<file path="config.mk">
export PLATFORM = sky130hd
export DESIGN_NAME = qmt_key_search
export DESIGN_NICKNAME = d
export VERILOG_FILES = /design/src/hdl/qmt_pkg.sv /design/src/hdl/qmt_key_search.sv
export SDC_FILE = /design/constraint.sdc
export NUM_CORES = 2
export LEC_CHECK = 0
export ABC_AREA = 0
export ABC_CLOCK_PERIOD_IN_PS = 23900
export BUFFER_PORTS_ARGS = -buffer_cell sky130_fd_sc_hd__buf_4
export CORE_ASPECT_RATIO = 2
export CORE_UTILIZATION = 25
export DETAILED_ROUTE_END_ITERATION = 10
export PLACE_DENSITY = 0.46
export SETUP_SLACK_MARGIN = 0.05
export SLEW_MARGIN = 10
export SYNTH_ARGS = -nofsm -noshare
export SYNTH_HDL_FRONTEND = slang
export SYNTH_SLANG_ARGS = --single-unit
export TNS_END_PERCENT = 10
</file>
<file path="constraint.sdc">
create_clock -name clk_i -period 23.9 [get_ports clk_i]
set_clock_uncertainty 0.05 [all_clocks]
set_input_delay 2.39 -clock clk_i [delete_from_list [all_inputs] [get_ports clk_i]]
set_output_delay 2.39 -clock clk_i [all_outputs]
set_load 0.005 [all_outputs]
</file>
<file path="src/hdl/qmt_pkg.sv">
// Shared definitions for the quorum membership table: widths, defaults,
// command and register codes, state types and the result record.
// No dependencies.
package qmt_pkg;

  localparam int unsigned MaxSeeds     = 8;
  localparam int unsigned TableEntries = 64;

  localparam int unsigned KeyW     = 48;
  localparam int unsigned CmdW     = 2;
  localparam int unsigned SeedIdxW = 3;
  localparam int unsigned SeedCntW = 4;
  localparam int unsigned CountW   = 4;
  localparam int unsigned CfgIdxW  = 1;
  localparam int unsigned CfgDataW = 4;

  localparam logic [SeedCntW-1:0] SeedCountReset = SeedCntW'(3);
  localparam logic [SeedIdxW-1:0] OwnSeedReset   = SeedIdxW'(0);
  localparam logic [CountW-1:0]   CountMax       = '1;

  typedef enum logic [CmdW-1:0] {
    CmdLocalJoin,
    CmdJoinVote,
    CmdLocalDead,
    CmdDeadVote
  } cmd_e;

  typedef enum logic [CfgIdxW-1:0] {
    CfgSeedCount,
    CfgOwnSeed
  } cfg_idx_e;

  typedef enum logic [1:0] {
    TopIdle,
    TopSearch,
    TopUpdate,
    TopOut
  } top_state_e;

  typedef enum logic {
    SrchIdle,
    SrchScan
  } srch_state_e;

  typedef enum logic [1:0] {
    UpIdle,
    UpMerge,
    UpCount
  } upd_state_e;

  typedef struct packed {
    logic done;
    logic full;
    logic fresh;
  } srch_status_t;

  typedef struct packed {
    logic              is_member;
    logic [CountW-1:0] vote_count;
    logic              quorum_reached;
    logic              peer_added;
    logic              peer_removed;
    logic              table_full;
  } result_t;

endpackage

</file>
<file path="src/hdl/qmt_key_search.sv">
// Key memory with fill count and a sequential lookup that allocates on a miss while not full.
// Depends on qmt_pkg.
module qmt_key_search #(
  parameter int unsigned TableEntries = qmt_pkg::TableEntries
) (
  input  logic                              clk_i,
  input  logic                              rst_ni,
  input  logic                              start_i,
  input  logic [qmt_pkg::KeyW-1:0]          key_i,
  output qmt_pkg::srch_status_t             status_o,
  output logic [$clog2(TableEntries)-1:0]   idx_o
);
  import qmt_pkg::*;

  localparam int unsigned IdxW  = $clog2(TableEntries);
  localparam int unsigned FillW = $clog2(TableEntries + 1);

  logic [KeyW-1:0]  key_mem [TableEntries];
  logic [KeyW-1:0]  rd_key_q;
  logic [IdxW-1:0]  rd_addr;
  logic             wr_en;

  srch_state_e      state_q, state_d;
  logic [IdxW-1:0]  ptr_q, ptr_d;
  logic [FillW-1:0] fill_q, fill_d;

  logic [FillW-1:0] ptr_ext;
  logic             in_range;
  logic             match;
  logic             last;
  logic             full;

  always_ff @(posedge clk_i) begin
    if (wr_en) begin
      key_mem[fill_q[IdxW-1:0]] <= key_i;
    end
    rd_key_q <= key_mem[rd_addr];
  end

  always_ff @(posedge clk_i or negedge rst_ni) begin
    if (!rst_ni) begin
      state_q <= SrchIdle;
      ptr_q   <= '0;
      fill_q  <= '0;
    end else begin
      state_q <= state_d;
      ptr_q   <= ptr_d;
      fill_q  <= fill_d;
    end
  end

  assign ptr_ext  = FillW'(ptr_q);
  assign in_range = ptr_ext < fill_q;
  assign match    = in_range && (rd_key_q == key_i);
  assign last     = (ptr_ext + FillW'(1)) >= fill_q;
  assign full     = fill_q == FillW'(TableEntries);

  always_comb begin
    state_d  = state_q;
    ptr_d    = ptr_q;
    fill_d   = fill_q;
    rd_addr  = IdxW'(ptr_q + IdxW'(1));
    wr_en    = 1'b0;
    status_o = '0;
    idx_o    = ptr_q;
    case (state_q)
      SrchIdle: begin
        rd_addr = '0;
        if (start_i) begin
          ptr_d   = '0;
          state_d = SrchScan;
        end
      end
      SrchScan: begin
        if (match) begin
          status_o.done = 1'b1;
          state_d       = SrchIdle;
        end else if (last) begin
          status_o.done = 1'b1;
          state_d       = SrchIdle;
          if (full) begin
            status_o.full = 1'b1;
          end else begin
            status_o.fresh = 1'b1;
            idx_o          = fill_q[IdxW-1:0];
            wr_en          = 1'b1;
            fill_d         = fill_q + FillW'(1);
          end
        end else begin
          ptr_d = ptr_q + IdxW'(1);
        end
      end
      default: begin
        state_d = SrchIdle;
      end
    endcase
  end

endmodule

</file>
==> impl_metrics.csv <==
group,metric,value,unit
sta,min_period_over_period,0.362,
grt,grt.total_usage,0.154,
route,drt-vias-per-instance,4.83,
cts,cts_root_buf,"clkbuf_16",
outcome,status,"completed",
place,dp_hpwl,231,mm
grt,grt_max_degree,116,
min_path,hp-class,"flip-flop to flip-flop",
min_path,hp-start,"fill_q[6]",
place,gp_congestion,0.800,
route,drt_iter0_markers,5039,
flow_run,maxCapViolations,0,
final_layout,finish.utilization,0.287,
logic_synthesis,synth_edf_count,3072,
sta,hold_viol_final,0,
cts,clk_latency,0.89,ns
final_layout,final_common_cell,"edfxtp_1",
route,drc_errors,0,
setup_path,arrival,6.22,ns
logic_synthesis,yosys_most_used_dff,"edfxtp_1",
logic_synthesis,yosysTopAreaCell,"edfxtp_1",
logic_synthesis,syn_area,0.121,sq mm
route,dr.pass1.iters,6,
setup_path,rrSetupSlack,16.86,ns
sta,worstMarginPinSlew,1.32,ns
cts,cts_buffer_depth,4,
route,vias,63000,
setup_path,worst_setup_path_start_kind,"primary input",
logic_synthesis,syn-mean-instance-area,18.9,sq um
sta,drv_slew,0,
route,drt-wirelength-per-cell,29.5,microns
cts,numCtsBuffers,262,
sta,setup_viol,0,
route,wirelength,386,mm
pwr,power,15900,uW
setup_path,reg2reg_depth,12,
cts,cts_resized,0,
min_path,min_delay_worst_endpoint,"fill_q[6]",
setup_path,critPathCaptureType,"output pin",
sta,final.min_clock_period,8.66,ns
logic_synthesis,synth-async-reset-ratio,0.00447,
pwr,power_density,115,mW/mm^2
logic_synthesis,ys_types,62,
sta,tns,0,ns
sta,slew_headroom,0.119,
logic_synthesis,syn_inst,6411,
final_layout,syn2layout_area_growth,14.2,%
place,numPortBuffers,59,
cts,cts-htree-levels,5,
logic_synthesis,ys_seq_elements,3134,
logic_synthesis,synth_area_leaders,"edfxtp_1, mux4_2, a211oi_1",
cts,clock-sinks,3134,
grt,first_global_vias,65900,
cts,postCtsSetupBuffers,0,
grt,antenna_found_initial,19,
setup_path,critPathMaxFanout,65,
grt,grt.overflow.total,0,
pwr,ir_drop,0.0000947,V
route,ant_nets,0,
cts,clkTransAtPathRegs,0.07,ns
die,initial_core_util,0.251,
setup_path,cp_data_required_time,21.46,ns
pwr,leakagePower,0.0414,uW
min_path,whs_path_depth,1,
die,core_area,0.483,sq mm
logic_synthesis,synth_nets,6478,
setup_path,path_class,"primary input to output pin",
setup_path,r2r_start,"ptr_q[0]",
cts,ctsHoldBuffers,0,
grt,grt_pass1_wl,535,mm
die,die_h,987,microns
final_layout,drive_gt1_frac,0.178,
final_layout,layout_common_cells,"edfxtp_1, mux4_2, a211oi_1",
sta,rsz0062_at_grt,"false",
die,row_count,361,
sta,clock.fmax,115,MHz
logic_synthesis,yosysSeqAreaShare,0.771,
final_layout,nets,6568,
logic_synthesis,ys.warnings.count,0,
cts,cts_tree,"done",
setup_path,r2r-end,"rd_key_q[36]",
die,ios,60,
logic_synthesis,synth_top_area_share,0.760,
die,die_area,0.488,sq mm
die,die_w,495,microns
[final cells by class]
class / count / area, sq um
clock buffer: 357 / 7400
fill: 47700 / 345000
timing repair buffer: 275 / 2260
tap: 6352 / 7950
clock inverter: 110 / 983
multi-input combinational: 2806 / 26300
antenna: 5 / 12.5
sequential: 3134 / 93600
inverter: 22 / 90.1
[flip-flops by register name, summed over array words and instances (netlist names)]
signal / cells
key_mem: 3072
rd_key_q: 48
fill_q: 7
ptr_q: 6
state_q: 1
[stage by stage]
step	setup slack, ns	hold WS, ns	instances	instance area, sq um
floorplan	15.14	0.445	6411	121000
global placement	15.12	0.531	12600	130000
detailed placement	15.23	0.538	12600	130000
CTS	15.21	0.561	13100	139000
global route	15.11	0.574	13100	139000
finish	15.24	0.569	13100	139000
[synthesized netlist by cell type (all sizes together), types with 14 or more instances]
| master | number |
|---|---|
| a211oi | 291 |
| a311oi | 192 |
| buf | 148 |
| xnor2 | 24 |
| dfxtp | 48 |
| mux2i | 196 |
| ha | 16 |
| inv | 21 |
| nand2 | 214 |
| xor2 | 28 |
| nor2 | 114 |
| edfxtp | 3072 |
| mux2 | 192 |
| nor4 | 16 |
| and2 | 194 |
| o211ai | 191 |
| o21ai | 190 |
| dfrtp | 14 |
| clkbuf | 301 |
| nand4 | 63 |
| a21oi | 197 |
| mux4 | 384 |
| o22ai | 242 |
[layer usage]
metal | vias to the layer above | GRT usage | wire (microns)
met4 | 14 | 0.0565 | 14600
met1 | 34300 | 0.168 | 140000
met5 | - | 0 | 92
met2 | 1621 | 0.303 | 218000
li1 | 26600 | - | -
met3 | 521 | 0.0140 | 13100
[report_power, final]
group | switching [uW] | leakage, uW | internal, uW
Clock | 2020 | 0.00410 | 2360
Combinational | 3520 | 0.00907 | 1680
Sequential | 136 | 0.0282 | 6240
Total | 5670 | 0.0414 | 10300
[critical path: stages]
cell and delay [ns]:
buf_4 0.49, xor2_1 0.31, nor4_2 0.41, buf_4 0.21
nand4_1 0.17, nor4_1 0.67, buf_4 0.27, a21oi_2 0.14
nor2_1 0.80, buf_4 0.25
[kinds of logic (layout without fill, tap and decap cells)]
kind of cell | Yosys count | count (layout) | share of synthesized area
DFF | 3134 | 3134 | 0.771
adders and majority gates | 16 | 16 | 0.00165
buffers and inverters | 471 | 764 | 0.0173
and+or+nand+nor | 641 | 641 | 0.0270
other | 0 | 5 | 0
muxes | 772 | 772 | 0.105
xor gates and xnor gates | 52 | 52 | 0.00382
AOI/OAI and AO/OA | 1325 | 1325 | 0.0738
[worst max-delay path by stage]
stage,startpoint,end,cells past startpoint
2_1_floorplan,key_i[11],key_mem[27][0],8
3_3_place_gp,key_i[15],idx_o[2],10
3_5_place_dp,key_i[15],idx_o[2],10
4_1_cts,key_i[15],idx_o[2],10
5_1_grt,key_i[25],status_o[2],10
6_report,key_i[25],status_o[2],10
(Power assumes the default switching activity.)
