===== config.mk =====
export PLATFORM = sky130hd
export DESIGN_NAME = qmt_vote_update
export DESIGN_NICKNAME = d
export VERILOG_FILES = /design/src/hdl/qmt_pkg.sv /design/src/hdl/qmt_vote_update.sv
export SDC_FILE = /design/constraint.sdc
export NUM_CORES = 1
export LEC_CHECK = 0
export ABC_AREA = 1
export BUFFER_PORTS_ARGS = -buffer_cell sky130_fd_sc_hd__buf_2
export CAP_MARGIN = 0
export CELL_PAD_IN_SITES_DETAIL_PLACEMENT = 1
export CELL_PAD_IN_SITES_GLOBAL_PLACEMENT = 2
export CORE_ASPECT_RATIO = 1.2
export CORE_MARGIN = 8
export CORE_UTILIZATION = 40
export CTS_CLUSTER_DIAMETER = 30
export DETAILED_ROUTE_END_ITERATION = 6
export GPL_TIMING_DRIVEN = 0
export PLACE_DENSITY_LB_ADDON = 0.05
export SLEW_MARGIN = 0
export SYNTH_ARGS = -nofsm -noshare
export SYNTH_HDL_FRONTEND = slang
export SYNTH_SLANG_ARGS = --single-unit

===== constraint.sdc =====
create_clock -name clk_i -period 10.1 [get_ports clk_i]
set_input_delay 2.525 -clock clk_i [delete_from_list [all_inputs] [get_ports clk_i]]
set_output_delay 2.525 -clock clk_i [all_outputs]
set_load 0.05 [all_outputs]

===== src/hdl/qmt_pkg.sv =====
// Shared definitions for the quorum membership table: widths, defaults,
// command and register codes, state types and the result record.
// No dependencies.
package qmt_pkg;

  localparam int unsigned MaxSeeds     = 8;
  localparam int unsigned TableEntries = 64;

  localparam int unsigned KeyW     = 48;
  localparam int unsigned CmdW     = 2;
  localparam int unsigned SeedIdxW = 3;
  localparam int unsigned SeedCntW = 4;
  localparam int unsigned CountW   = 4;
  localparam int unsigned CfgIdxW  = 1;
  localparam int unsigned CfgDataW = 4;

  localparam logic [SeedCntW-1:0] SeedCountReset = SeedCntW'(3);
  localparam logic [SeedIdxW-1:0] OwnSeedReset   = SeedIdxW'(0);
  localparam logic [CountW-1:0]   CountMax       = '1;

  typedef enum logic [CmdW-1:0] {
    CmdLocalJoin,
    CmdJoinVote,
    CmdLocalDead,
    CmdDeadVote
  } cmd_e;

  typedef enum logic [CfgIdxW-1:0] {
    CfgSeedCount,
    CfgOwnSeed
  } cfg_idx_e;

  typedef enum logic [1:0] {
    TopIdle,
    TopSearch,
    TopUpdate,
    TopOut
  } top_state_e;

  typedef enum logic {
    SrchIdle,
    SrchScan
  } srch_state_e;

  typedef enum logic [1:0] {
    UpIdle,
    UpMerge,
    UpCount
  } upd_state_e;

  typedef struct packed {
    logic done;
    logic full;
    logic fresh;
  } srch_status_t;

  typedef struct packed {
    logic              is_member;
    logic [CountW-1:0] vote_count;
    logic              quorum_reached;
    logic              peer_added;
    logic              peer_removed;
    logic              table_full;
  } result_t;

endpackage


===== src/hdl/qmt_vote_update.sv =====
// Entry memory holding membership flag and both vote bitmaps, with the
// read-modify-write step that records a vote and applies the quorum rule.
// Depends on qmt_pkg.
module qmt_vote_update #(
  parameter int unsigned MaxSeeds     = qmt_pkg::MaxSeeds,
  parameter int unsigned TableEntries = qmt_pkg::TableEntries
) (
  input  logic                                clk_i,
  input  logic                                rst_ni,
  input  logic                                start_i,
  input  logic [$clog2(TableEntries)-1:0]     idx_i,
  input  logic                                fresh_i,
  input  qmt_pkg::cmd_e                       cmd_i,
  input  logic [qmt_pkg::SeedIdxW-1:0]        voter_i,
  input  logic [qmt_pkg::SeedIdxW-1:0]        own_seed_i,
  input  logic [qmt_pkg::SeedCntW-1:0]        quorum_i,
  output logic                                done_o,
  output qmt_pkg::result_t                    result_o
);
  import qmt_pkg::*;

  localparam int unsigned IdxW = $clog2(TableEntries);
  localparam int unsigned RecW = 2 * MaxSeeds + 1;
  localparam int unsigned PcW  = $clog2(MaxSeeds + 1);

  logic [RecW-1:0]     ent_mem [TableEntries];
  logic [RecW-1:0]     rd_rec_q;
  logic                wr_en;
  logic [RecW-1:0]     wr_rec;

  upd_state_e          state_q, state_d;
  logic [IdxW-1:0]     idx_q;
  logic                fresh_q;
  logic                member_q, member_d;
  logic [MaxSeeds-1:0] join_q, join_d;
  logic [MaxSeeds-1:0] dead_q, dead_d;

  logic [RecW-1:0]     rec;
  logic [SeedIdxW-1:0] sel_idx;
  logic [MaxSeeds-1:0] seed_bit;
  logic                is_join;
  logic                checked;
  logic [MaxSeeds-1:0] touched;
  logic [PcW-1:0]      pop;
  logic                reached;
  logic                member_new;
  logic [MaxSeeds-1:0] dead_new;

  always_ff @(posedge clk_i) begin
    if (wr_en) begin
      ent_mem[idx_q] <= wr_rec;
    end
    rd_rec_q <= ent_mem[idx_i];
  end

  always_ff @(posedge clk_i or negedge rst_ni) begin
    if (!rst_ni) begin
      state_q <= UpIdle;
    end else begin
      state_q <= state_d;
    end
  end

  always_ff @(posedge clk_i) begin
    if (state_q == UpIdle && start_i) begin
      idx_q   <= idx_i;
      fresh_q <= fresh_i;
    end
    member_q <= member_d;
    join_q   <= join_d;
    dead_q   <= dead_d;
  end

  assign is_join = (cmd_i == CmdLocalJoin) || (cmd_i == CmdJoinVote);
  assign checked = (cmd_i == CmdJoinVote) || (cmd_i == CmdDeadVote);
  assign sel_idx = checked ? voter_i : own_seed_i;
  assign rec     = fresh_q ? '0 : rd_rec_q;
  assign touched = is_join ? join_q : dead_q;

  always_comb begin
    seed_bit = '0;
    if (32'(sel_idx) < MaxSeeds) begin
      seed_bit = MaxSeeds'(1) << sel_idx;
    end
  end

  always_comb begin
    pop = '0;
    for (int unsigned b = 0; b < MaxSeeds; b++) begin
      pop = pop + PcW'(touched[b]);
    end
  end

  assign reached = checked && (32'(pop) >= 32'(quorum_i));

  always_comb begin
    member_new = member_q;
    dead_new   = dead_q;
    if (reached) begin
      if (is_join) begin
        member_new = 1'b1;
      end else begin
        member_new = 1'b0;
        dead_new   = '0;
      end
    end
  end

  always_comb begin
    state_d  = state_q;
    member_d = member_q;
    join_d   = join_q;
    dead_d   = dead_q;
    wr_en    = 1'b0;
    wr_rec   = {member_new, join_q, dead_new};
    done_o   = 1'b0;
    result_o = '0;
    case (state_q)
      UpIdle: begin
        if (start_i) begin
          state_d = UpMerge;
        end
      end
      UpMerge: begin
        member_d = rec[RecW-1];
        join_d   = rec[2*MaxSeeds-1:MaxSeeds];
        dead_d   = rec[MaxSeeds-1:0];
        if (is_join) begin
          join_d = rec[2*MaxSeeds-1:MaxSeeds] | seed_bit;
        end else begin
          dead_d = rec[MaxSeeds-1:0] | seed_bit;
        end
        state_d = UpCount;
      end
      UpCount: begin
        wr_en                   = 1'b1;
        done_o                  = 1'b1;
        result_o.is_member      = member_new;
        result_o.vote_count     = (32'(pop) > 32'(CountMax)) ? CountMax : CountW'(pop);
        result_o.quorum_reached = reached;
        result_o.peer_added     = member_new && !member_q;
        result_o.peer_removed   = member_q && !member_new;
        state_d                 = UpIdle;
      end
      default: begin
        state_d = UpIdle;
      end
    endcase
  end

endmodule


==> metrics.cfg, run 1 <==
[floorplan]
die_h_um=387
die_w_um=326
row_count=136
die-area_um2=126000
core-area_um2=114000
pin_count=32
initial_core_util=0.402

[timing]
tightest_slew_ns=1.38
layout_setup_ws_ns=0.388
finalSetupViolCount=0
slew_headroom=0.0810
layout_worst_path_cycle_share=0.962
fmax_ghz=0.103
fin_setup_tns_ns=0
finalCriticalPeriod_ns=9.71
drv_slew=0
rsz0062_at_grt=no
finClkSkew_ns=0.0378
timing.hold.ws_ns=0.519
finalHoldViolations=0

[cts]
cts_tree=yes
h-tree-depth=4
clk_latency_ns=0.85
clk_pin_slew_ns=0.04
clock_path_buffers=3
cts_root_buf=clkbuf_16
clock-sinks=1131
numCtsBuffers=217
hold_buffers=0

[place]
dpl.cell_count=5573
dp_slack_ns=-0.0764
dp_hpwl_mm=126
io_buffers=29
post_dp_cell_area_um2=50500
gp_congestion=0.910

[setup_path]
critPathArrivalTime_ns=7.19
crit_path_top_delay_cell=fa_1
reg2reg_slack_ns=4.10
critPathMaxFanout=10
cp-start-kind=input port
path_class=in2out
worst_path_largest_cell_delay_ns=0.58
worst_setup_path_end_kind=primary output
r2r-end=ent_mem[34][16]
crit_chain=buf_2, buf_1, nand2_1, o21ai_0, fa_1, inv_1, fa_1, inv_1, fa_1, inv_1, ha_1, fa_1, or2_2, nand2_1, ha_1, nand4_1, nand3_1, nand2_1, inv_1, nor2_1, nor3_1, buf_2
reg2reg_from=join_q[3]
critPathRequiredTime_ns=7.58
rr_worst_depth=20

[synth]
synth-async-reset-ratio=0.00177
synth_cell_type_count=27
syn_avg_cell_area_um2=11.8
yosys.area.top_type=edfxtp_1
synthCells=3908
synth_top_family_by_area=simple AND/OR/NAND/NOR gates
yosys.area_share.xor_xnor=0
ys_warn_count=0
yosys.area_share.simple=0.225
synth_edf_count=1112
netlist_top_cells_area=edfxtp_1 (73%), nand2_1 (11%), nand3_1 (10%)
ys.flop_type=edfxtp_1
synthAdderAreaFrac=0.00365
yosysMostFrequentCell=nand2_1
synthesis.area_um2=46000
synth_mux_area_frac=0
synth_top_area_share=0.726
yosys-top-cells-count=nand2_1 (1393), edfxtp_1 (1112), nand3_1 (933), buf_2 (127), nor2_1 (76)
ys_seq_area_frac=0.735
synth.ff_latch_count=1131
synth_compound_area_frac=0.00386
synth_fp_nets=3941

[cells_and_area]
fillCellCount=11700
drive_gt1_frac=0.168
final_core_util=0.508
layout.cells.non_filler=5988
num-nets-final=4308
register_area_um2=33800
multi_input_area_um2=11000
syn_to_final_growth_pct=26.2
stdcell_area_um2=58000

[routing]
dr.max_layer_used=met5
drtIter0Drc=2858
vias=32900
drt-met1-wl_mm=70.3
routed_wl_mm=178
wl_met2_mm=89.6
drcViolationCount=0
ant_nets=0
routed_via_density=5.49
firstDrtPassIters=5
wl_per_cell_um=29.6
wl_met3_mm=8.90

[global_routing]
antenna_found_initial=7
overflow=0
grt_pass1_wl_mm=249
track_usage=0.277
grt_max_degree=33
grt_pass1_vias=33900

[hold_path]
worst_hold_path.endpoint=state_q[0]
worstHoldStart=state_q[0]
worstHoldPathCells=1
worstHoldPathType=reg2reg

[power]
p_leak_nw=21.6
p_total_mw=14.0
power_density_nw_per_um2=240
vdd_drop_max_mv=0.198

[flow_run]
drv_cap=0

[outcome]
outcome=finished, final reports clean

report_power, final:
| part | leakage [nW] | switching (mW) | internal (mW) | total, mW |
|---|---|---|---|---|
| Combinational | 7.75 | 0.919 | 0.322 | 1.24 |
| Clock | 3.60 | 2.57 | 4.74 | 7.31 |
| Sequential | 10.2 | 0.0276 | 5.37 | 5.40 |
| Total | 21.6 | 3.51 | 10.4 | 14.0 |
area by class of cell:
| class | instances | area share |
|---|---|---|
| Sequential cell | 1131 | 0.582 |
| Multi-Input combinational cell | 2470 | 0.190 |
| Clock buffer | 252 | 0.0976 |
| Timing Repair Buffer | 148 | 0.0391 |
| Tap cell | 1518 | 0.0327 |
| Clock inverter | 159 | 0.0321 |
| Buffer | 245 | 0.0221 |
| Inverter | 62 | 0.00401 |
| Antenna cell | 3 | 0.000129 |
sequential cells by signal (all words and copies together), names as in the netlist:
signal	count
member_q	1
idx_q	6
dead_q	8
fresh_q	1
state_q	2
ent_mem	1088
rd_rec_q	17
join_q	8
cells in the final DEF, fill, tap and decap left out, types with 41 or more instances in the layout:
cell type	n
buf_2	156
buf_4	44
buf_8	41
clkbuf_1	84
clkbuf_16	221
edfxtp_1	1112
inv_1	56
nand2_1	1393
nand3_1	933
nor2_2	43
how the worst max path moves through the flow:
stage / startpoint / to / slack [ns] / cells after the start
after floorplan: cmd_i[1] / result_o[1] / 0.07 / 19
after global placement: cmd_i[1] / ent_mem[29][6] / -2.90 / 20
after detailed placement: cmd_i[1] / result_o[8] / -0.08 / 21
after CTS: cmd_i[1] / result_o[8] / 0.24 / 21
after global routing: cmd_i[1] / result_o[8] / 0.06 / 22
final: cmd_i[1] / result_o[8] / 0.39 / 22
what timing repair did:
item | CTS | global route
setup buffers | 0 | 1
gates cloned | 0 | 0
endpoints found under the setup margin | 1 | 1
gates resized for setup | 1 | 0
pin swaps | 0 | 1
critical path: cells and delay by family:
kind | cells | cell delay, ns
AO/OA/AOI/OAI | 1 | 0.14
adder cells (fa/ha/maj) | 6 | 2.41
buffers and inverters | 7 | 0.87
AND/OR/NAND/NOR | 8 | 1.21
cell families after synthesis:
logic type / after synthesis
simple gates: 2427
fa+ha+maj: 11
other cells: 1
compound gates: 31
flops: 1131
buf+inv: 307
metal layers:
metal / track usage / vias to the layer above
met5: 0 / -
li1: - / 14600
met4: 0.130 / 2
met3: 0.0431 / 326
met2: 0.479 / 1058
met1: 0.338 / 16900
Note: power is estimated with default switching activity, not from simulation.
==> inputs of run 2 (changes only) <==
--- a/config.mk
+++ b/config.mk
@@ -10,9 +10,8 @@
 export CAP_MARGIN = 0
 export CELL_PAD_IN_SITES_DETAIL_PLACEMENT = 1
 export CELL_PAD_IN_SITES_GLOBAL_PLACEMENT = 2
-export CORE_ASPECT_RATIO = 1.2
 export CORE_MARGIN = 8
-export CORE_UTILIZATION = 40
+export CORE_UTILIZATION = 44
 export CTS_CLUSTER_DIAMETER = 30
 export DETAILED_ROUTE_END_ITERATION = 6
 export GPL_TIMING_DRIVEN = 0
==> metrics.cfg, run 2 (synthesis results as in run 1) <==
[global_routing]
use_met2=0.459  ; -0.0201
track_usage=0.306  ; +0.0295
grt_pass1_vias=34000  ; +0.28%
grt_max_degree=34  ; +3.0%
met3_usage=0.0667  ; +0.0236
busiest_layer=met2
use_met1=0.441  ; +0.103
antenna_found_initial=9  ; +2
grt_pass1_wl_mm=252  ; +1.0%
overflow=0  ; unchanged

[timing]
fmax_ghz=0.102  ; -0.77%
fin_setup_tns_ns=0  ; unchanged
rsz0062_at_grt=no
layout_worst_path_cycle_share=0.969  ; +0.00744
tightest_slew_ns=1.18  ; -0.202 ns
finalHoldViolations=0  ; unchanged
finClkSkew_ns=0.0322  ; -0.00560 ns
slew_headroom=0.216  ; +0.135
drv_slew=0  ; unchanged
finalCriticalPeriod_ns=9.79  ; +0.0752 ns
finalSetupViolCount=0  ; unchanged

[power]
vdd_drop_max_mv=0.229  ; +16%
p_total_mw=14.5  ; +4.0%
power_density_nw_per_um2=248  ; +3.2%
p_leak_nw=21.9  ; +1.5%

[cts]
cts_root_buf=clkbuf_16
h-tree-depth=4  ; unchanged
cts_tree=yes
hold_buffers=0  ; unchanged
clock-sinks=1131  ; unchanged
cts_setup_buffers=0  ; unchanged
clk_pin_slew_ns=0.05  ; about the same
cts_resized=1  ; unchanged
numCtsBuffers=240  ; +11%
clk_latency_ns=0.81  ; -0.04 ns
clock_path_buffers=3  ; unchanged

[cells_and_area]
syn_to_final_growth_pct=27.2
layout_commonest_cell=nand2_1
layout_common_cells=nand2_1 (1393), edfxtp_1 (1112), nand3_1 (933)
stdcell_area_um2=58500  ; +0.80%
reg_top3=ent_mem (1088), rd_rec_q (17)
largest_reg_flops=1088  ; unchanged
num-nets-final=4328  ; +0.46%
layout.cells.non_filler=5886  ; -1.7%
top_register=ent_mem
drive_gt1_frac=0.170  ; +0.00203
final_core_util=0.564  ; +0.0569

[routing]
ant_nets=0  ; unchanged
drtIter0Drc=4074  ; +43%
drcViolationCount=0  ; unchanged
firstDrtPassIters=6  ; +1
routed_via_density=5.80  ; +5.7%
wl_per_cell_um=30.7  ; +3.5%
vias=34200  ; +3.9%
routed_wl_mm=181  ; +1.7%

[setup_path]
worst_setup_path_end_kind=primary output
worst_path_largest_cell_delay_ns=0.58  ; about the same
critPathRequiredTime_ns=7.58  ; about the same
critPathMaxFanout=10  ; unchanged
crit_chain=buf_2, buf_1, nand2_1, o21ai_0, fa_1, inv_1, fa_1, inv_1, fa_1, inv_1, ha_1, fa_1, ha_1, inv_1, o21bai_1, nand3_1, nand3_1, nand2_1, nor2_4, nor3_1, buf_2
cp-start-kind=input port
path_class=in2out
critPathArrivalTime_ns=7.26  ; +0.07 ns
crit_path_top_delay_cell=fa_1

[outcome]
outcome=finished, final reports clean

[floorplan]
die_h_um=339  ; -12%
pin_count=32  ; unchanged
initial_core_util=0.444  ; +0.0415
die-area_um2=115000  ; -8.7%
row_count=118  ; -13%
core-area_um2=104000  ; -9.4%
die_w_um=339  ; +4.2%

[flow_run]
drv_cap=0  ; unchanged

[place]
dpl.cell_count=5433  ; -2.5%
dp_hpwl_mm=126  ; +0.24%
post_dp_cell_area_um2=50300  ; -0.30%
gp_congestion=0.966  ; +6.2%
io_buffers=29  ; unchanged

[hold_path]
worstHoldPathType=reg2reg

-- run 2: cell count changes in the layout (fill, tap and decap cells not counted), sizes merged --
cell and delta:
clkinvlp +1, clkbuf +28, clkinv +19, buf -3
bufinv +9, diode +1, inv -19
-- run 2: power breakdown --
group          switching (mW)  internal (mW)  total (mW)
clock network            2.56           5.28        7.84
logic                   0.947          0.310        1.26
registers              0.0323           5.38        5.41
-- run 2: final cells by class --
type,instances,area (um^2)
antenna,4,10.0
inverter,62,233
clock buffer,280,6220
multi-input combinational,2470,11000
sequential,1131,33800
clock inverter,169,1930
tap,1380,1730
buffer,245,1280
fill,10600,45100
timing repair buffer,145,2320
-- run 2: final timing paths --
kind | startpoint | endpoint | slack [ns] | cells past startpoint
setup / recovery | cmd_i[1] | result_o[8] | 0.31 | 21
hold / removal | state_q[0] | state_q[0] | 0.52 | 1
setup reg to reg | join_q[1] | ent_mem[9][5] | 3.98 | 20
hold reg to reg | state_q[0] | state_q[0] | 0.52 | 1
max in group asynchronous | rst_ni | state_q[1] | 8.49 | 1
min in group asynchronous | rst_ni | state_q[0] | 1.49 | 1
-- run 2: critical path, delay by kind of cell --
kind | cells | cell delay [ns]
buffers and inverters | 7 | 0.84
adder cells (fa/ha/maj) | 6 | 2.56
AND/OR/NAND/NOR | 6 | 1.07
AO/OA/AOI/OAI | 2 | 0.25
-- run 2: routing by layer --
layer,wire length (um),share of wire
met1,78100,0.43
met2,79800,0.44
met3,16400,0.091
met4,6340,0.035
met5,27,0.00015
-- run 2: through the flow --
step	hold WS, ns	setup WS, ns
4_1_cts	0.525	0.273
3_3_place_gp	0.483	-2.85
3_5_place_dp	0.524	-0.0463
2_1_floorplan	0.453	0.0723
5_1_grt	0.551	0.0114
6_report	0.522	0.313
